$ cat config.mk
export PLATFORM = sky130hd
export DESIGN_NAME = tbds_ctrl
export DESIGN_NICKNAME = d
export VERILOG_FILES = /design/src/tbds_pkg.sv /design/src/tbds_ctrl.sv
export SDC_FILE = /design/constraint.sdc
export NUM_CORES = 1
export LEC_CHECK = 0
export BUFFER_PORTS_ARGS = -buffer_cell sky130_fd_sc_hd__buf_2
export CAP_MARGIN = 20
export CORE_AREA = 3 3 40 42
export DETAILED_ROUTE_END_ITERATION = 8
export DIE_AREA = 0 0 43 45
export PLACE_DENSITY_LB_ADDON = 0.15
export SLEW_MARGIN = 20
export SYNTH_ARGS = -nofsm -noshare
export SYNTH_HDL_FRONTEND = slang
export SYNTH_SLANG_ARGS = --single-unit
$ cat constraint.sdc
create_clock -name clk -period 3 [get_ports clk]
set_input_delay 0.75 -clock clk [delete_from_list [all_inputs] [get_ports clk]]
set_output_delay 0.75 -clock clk [all_outputs]
set_load 0.01 [all_outputs]
$ cat src/tbds_pkg.sv
// ----------------------------------------------------------------------------
// tbds_pkg
// shared constants, codes and controller/datapath types for the shaper
// ----------------------------------------------------------------------------
package tbds_pkg;

	localparam int QUEUE_DEPTH = 32;
	localparam int DIRECTIONS  = 2;
	localparam int MAX_FRAME   = 1518;

	localparam int SLOT_W = $clog2(QUEUE_DEPTH);
	localparam int CNT_W  = SLOT_W + 1;
	localparam int DIR_W  = 1;
	localparam int ADDR_W = DIR_W + SLOT_W;

	localparam int RATE_W  = 20;
	localparam int DELAY_W = 14;
	localparam int LOSS_W  = 14;
	localparam int LEN_W   = 11;
	localparam int TAG_W   = 16;
	localparam int TIME_W  = 48;
	localparam int ELAP_W  = 20;
	localparam int TOK_W   = 48;
	localparam int QB_W    = 16;
	localparam int IDX_W   = 3;
	localparam int QLIM_W  = 30;
	localparam int DUS_W   = 24;
	localparam int COST_W  = 21;
	localparam int BURST_W = 38;

	typedef enum logic [1:0] {
		VERDICT_ACCEPT = 2'd0,
		VERDICT_LOST   = 2'd1,
		VERDICT_LIMIT  = 2'd2,
		VERDICT_FULL   = 2'd3
	} verdict_t;

	localparam logic [IDX_W-1:0] REG_RATE0  = 3'd0;
	localparam logic [IDX_W-1:0] REG_RATE1  = 3'd1;
	localparam logic [IDX_W-1:0] REG_DELAY0 = 3'd2;
	localparam logic [IDX_W-1:0] REG_DELAY1 = 3'd3;
	localparam logic [IDX_W-1:0] REG_LOSS0  = 3'd4;
	localparam logic [IDX_W-1:0] REG_LOSS1  = 3'd5;

	localparam logic FUNC_ARRIVAL = 1'b0;
	localparam logic FUNC_TICK    = 1'b1;
	localparam logic KIND_VERDICT = 1'b0;
	localparam logic KIND_RELEASE = 1'b1;

	// controller to datapath
	typedef struct packed {
		logic take;      // latch the input request
		logic prep;      // register products derived from the rate and delay
		logic arr_done;  // decide the arrival and load the result
		logic refill;    // refill and cap tokens
		logic rd;        // read the head descriptor
		logic pop;       // release head into the pending slot
		logic flush;     // end of tick, push pending with last set
	} cmd_t;

	// datapath to controller
	typedef struct packed {
		logic is_tick;
		logic eligible;
		logic pend_valid;
		logic out_free;
	} status_t;

endpackage

$ cat src/tbds_ctrl.sv
// ----------------------------------------------------------------------------
// tbds_ctrl
// sequencer for arrival decisions and tick release walks
// ----------------------------------------------------------------------------
module tbds_ctrl (
	input  logic              clk,
	input  logic              arst_n,
	input  logic              req_valid,
	output logic              req_ready,
	input  tbds_pkg::status_t st,
	output tbds_pkg::cmd_t    cmd
);
	import tbds_pkg::*;

	typedef enum logic [2:0] {
		S_IDLE, S_A_PREP, S_A_DEC, S_T_MUL, S_T_REF, S_T_RD, S_T_EV
	} state_t;

	state_t state_q;
	logic   busy_q;
	logic   hold;

	assign req_ready = !busy_q;
	// pending release can only move on when the result register frees
	assign hold = st.pend_valid && !st.out_free;

	always_comb begin
		cmd          = '0;
		cmd.take     = (state_q == S_IDLE) && req_valid;
		cmd.prep     = (state_q == S_A_PREP) || (state_q == S_T_MUL);
		cmd.arr_done = (state_q == S_A_DEC) && st.out_free;
		cmd.refill   = (state_q == S_T_REF);
		cmd.rd       = (state_q == S_T_RD);
		cmd.pop      = (state_q == S_T_EV) && st.eligible && !hold;
		cmd.flush    = (state_q == S_T_EV) && !st.eligible && !hold;
	end

	always_ff @(posedge clk or negedge arst_n) begin
		if (!arst_n) begin
			state_q <= S_IDLE;
			busy_q  <= 1'b0;
		end else begin
			case (state_q)
				S_IDLE: if (req_valid) begin
					busy_q  <= 1'b1;
					state_q <= S_A_PREP;
				end
				S_A_PREP: state_q <= st.is_tick ? S_T_MUL : S_A_DEC;
				S_A_DEC: if (st.out_free) begin
					busy_q  <= 1'b0;
					state_q <= S_IDLE;
				end
				S_T_MUL: state_q <= S_T_REF;
				S_T_REF: state_q <= S_T_RD;
				S_T_RD:  state_q <= S_T_EV;
				S_T_EV: if (!hold) begin
					if (st.eligible) begin
						state_q <= S_T_RD;
					end else begin
						busy_q  <= 1'b0;
						state_q <= S_IDLE;
					end
				end
				default: begin
					busy_q  <= 1'b0;
					state_q <= S_IDLE;
				end
			endcase
		end
	end
endmodule

==> After elaboration in Yosys (flattened, before gate mapping) <==
Index checks and enable logic that the tools add are counted.
{ "totals": {"ramBits": 0, "n_memories": 0, "latch_bits": 0, "romBits": 0, "wordCells": 40, "out_inout_bits": 8, "ff_bits": 4} }
{ "classes": {"n_bitwise": 1, "n_reduce_logical": 16, "shift": 0, "muxes": 11, "n_lt_le_gt_ge": 0, "n_div": 0, "n_mul": 0, "n_eq_ne": 10, "add_sub_neg": 0} }
{ "op_table": {"columns": ["op", "n"], "rows": [
  ["3-bit one-hot mux with 7 select lines", 1],
  ["3-bit two-way mux", 4],
  ["3-bit equality test, second input constant", 3],
  ["2-bit != test, second input constant", 4],
  ["1-bit logical AND", 7],
  ["3-bit by 2-bit equality test with 1-bit output, second input constant", 2],
  ["1-bit two-way mux", 5],
  ["5-bit AND reduction", 1],
  ["1-bit logical NOT", 4],
  ["1-bit one-hot mux with 4 select lines", 1],
  ["4-bit OR reduction", 1],
  ["3-bit by 1-bit equality test with 1-bit output, second input constant", 1],
  ["3-bit logical NOT", 1],
  ["3-bit AND reduction", 1],
  ["1-bit logical OR", 1],
  ["1-bit NOT", 1]
]} }

==> Longest topological paths before layout <==
{ "depth": {"word_depth": 4, "ltp_mapped": 5} }

==> Worst setup path before layout <==
No wires, ideal clock.
{ "synth_timing": {"kind": "input port to output port", "startpoint": "input st[1] in the netlist's numbering", "endpoint": "output cmd[1] in the netlist's numbering", "t_arrival_ps": 1226, "cell_stages": 2, "t_required_ps": 2250, "setup_slack_ps": 1024, "path_buffers": 0, "path_cell_list": "nor2b_2 > nor3b_1"} }
{ "synth_rtl": {"columns": ["item", "line", "source"], "rows": [
  ["start: declaration", "tbds_ctrl.sv:10", "input tbds_pkg::status_t st,"],
  ["end: declaration", "tbds_ctrl.sv:11", "output tbds_pkg::cmd_t cmd"]
]} }

==> results_dict.tcl <==
set metrics [dict create \
    maximum_vdd_drop_mv 0.352 \
    cts_post_setup_buffers_inserted 0 \
    core_area_um2 1280 \
    nFillCells 143 \
    gp_routability_congestion 0.630 \
    hold-worst-slack_ns 0.313 \
    pwr_density_cell_nw_per_um2 986 \
    fin_tns_setup_ns 0 \
    dp.cells 62 \
    worst_setup_hold_path_clk_slew_ns 0.04 \
    place.port_buffers 14 \
    clock_tree.buffer_depth 2 \
    timing_worst_setup_path_type "reg2out" \
    critical_path_peak_fanout 12 \
    synthDominantAreaCellType "dfrtp_1" \
    final_core_utilization_pct 31.5 \
    crit_path_max_incr_delay_ns 0.57 \
    post_synth_instance_area_um2 327 \
    global_route.usage.total_pct 8.19 \
    timing.max_slew.rel_slack_pct 73.7 \
    post_cts_resized 0 \
    ant_cells 0 \
    synth.ff_latch_count 4 \
    cts-htree-levels 1 \
    max_cap_viol_count 0 \
    first_global_vias 273 \
    critPathArrivalTime_ns 1.43 \
    final_nets 59 \
    netlist_instances 36 \
    route.detailed.wl_per_inst_um 10.8 \
    synthTopCellsByArea "dfrtp_1 (31%), buf_6 (10%), nor4b_4 (7.3%), nor2b_2 (5.4%), o21ai_0 (4.6%)" \
    period_share_pct 72.7 \
    finalSetupViolations 0 \
    detail_route.first_pass.iterations 2 \
    slew_viol_final 0 \
    chipHeight_um 45 \
    drive_gt1_share_pct 46.0 \
    final_cells 65 \
    grt_start_max_net_pins 13 \
    drt_iter0_drc 7 \
    post-synth-top-area-fraction_pct 30.7 \
    type_of_the_worst_min_delay_path "in2async" \
    fmaxAchievable_mhz 458 \
    leakagePower_nw 0.205 \
    floorplan.die_area_um2 1940 \
    detailroute.via_count 307 \
    clk_latency_ns 0.23 \
    areaGrowthSynthToFinish_pct 23.8 \
    place.detailed.hpwl_um 579 \
    post-route-min-period_ns 2.18 \
    finalHoldViolations 0 \
    grt_setup_unrepaired "no" \
    hold_buffers 0 \
    grt_pass1_wl_um 1140 \
    crit_path_end_kind "output pin" \
    crit_slowest_cell "dfrtp_1" \
    clock-root-buffer "clkbuf_4" \
    avgViaCountPerCell 4.72 \
    path_cells "nor2b_2, nor3b_1, buf_2" \
    yosysWarningCount 0 \
    routed_wl_um 702 \
    grt.overflow.total 0 \
    post_synth.cell_area_avg_um2 9.07 \
    cts_buffers 3 \
    pin_count 15 \
    status "finished clean" \
    numClockSinks 4 \
    syn_nets 43 \
    synthDistinctLibCells 21 \
    sequential_area_share_after_synthesis_pct 30.7 \
    die_w_um 43 \
    number_of_antenna_violations_at_the_first_check_in_global_routing 0 \
    worstSetupStartpointType "flip-flop" \
    tritoncts_clock_tree "built" \
    route.antenna.remaining_nets 0 \
    worst_ep_required_time_ns 2.25 \
    worst_clock_skew_ns 0.00299 \
    worst_pin_slew_ns 0.395 \
    drc 0 \
    effective_utilization_at_floorplan_pct 25.4 \
    placementRows 13 \
]
cell usage after synthesis:
master,instances
a21oi_1,1
a22o_2,1
a22oi_1,1
a32oi_1,1
and3_1,1
and3_2,1
buf_6,3
dfrtp_1,4
inv_1,2
inv_2,1
mux2i_1,1
nand2_1,2
nor2_1,4
nor2b_2,2
nor3_1,2
nor3b_1,2
nor4b_4,1
o21a_1,1
o21ai_0,3
o221ai_1,1
o22ai_1,1
cells in the final DEF, fill, tap and decap left out:
master and n:
mux2i_1 1, o22ai_1 1, nor2_1 4, nor3_1 2, clkbuf_4 3, nor4b_4 1, buf_2 14, a32oi_1 1
dfrtp_1 4, and3_2 1, inv_2 1, and3_1 1, a22oi_1 1, nand2_1 2, nor2b_2 2, o21a_1 1
inv_1 2, a21oi_1 1, a22o_2 1, o21ai_0 3, nor3b_1 2, o221ai_1 1
through the flow:
stage	setup WS (ns)	power [W]	area (um^2)
3_5_place_dp	0.841	0.000337	382
5_1_grt	0.687	0.000436	404
2_1_floorplan	1.02	0.000314	327
3_3_place_gp	0.842	0.000345	382
6_report	0.818	0.000398	404
4_1_cts	0.791	0.000406	404
where the power goes:
group          internal, W  total (W)  switching (W)
sequential       0.0000805   0.000146      0.0000651
combinational    0.0000960   0.000188      0.0000921
clock            0.0000446  0.0000647      0.0000201
total             0.000221   0.000398       0.000177
cell type report:
cell class | instances | area [um^2] | share of cell area, %
inverter | 3 | 11.3 | 2.79
timing repair buffer | 14 | 70.1 | 17.3
tap | 15 | 18.8 | 4.64
clock buffer | 3 | 22.5 | 5.57
sequential | 4 | 100 | 24.8
multi-input combinational | 26 | 181 | 44.9
worst max-delay path: cells and delay by family, from the launching register on:
kind | cells | cell delay (ns)
buffers and inverters | 1 | 0.15
DFF | 1 | 0.57
and+or+nand+nor | 2 | 0.48
per-layer routing:
layer | track usage, % | share of wire [%]
met5 | 0 | 0
met4 | 3.61 | 0
met3 | 4.78 | 7.1
met2 | 12.0 | 48
met1 | 9.73 | 44
state kept, by name, indices dropped and copies added (netlist names):
signal   flops
state_q      3
busy_q       1
worst paths after layout:
| check | start | end | slack, ns | cells after the start |
|---|---|---|---|---|
| setup / recovery | state_q[1] | cmd[1] | 0.82 | 3 |
| hold reg to reg | busy_q | busy_q | 0.56 | 2 |
| max in group asynchronous | arst_n | state_q[0] | 2.57 | 1 |
| setup reg to reg | state_q[1] | busy_q | 1.71 | 3 |
| min in group clk | busy_q | busy_q | 0.56 | 2 |
| hold / removal | arst_n | state_q[1] | 0.31 | 1 |
kinds of logic after synthesis:
| group | share of synthesized area (%) |
|---|---|
| flip-flops | 30.7 |
| multiplexers | 3.07 |
| AO/OA/AOI/OAI | 21.1 |
| AND/OR/NAND/NOR | 31.4 |
| buffers and inverters | 13.8 |
Power figures use the tool's default switching activity.
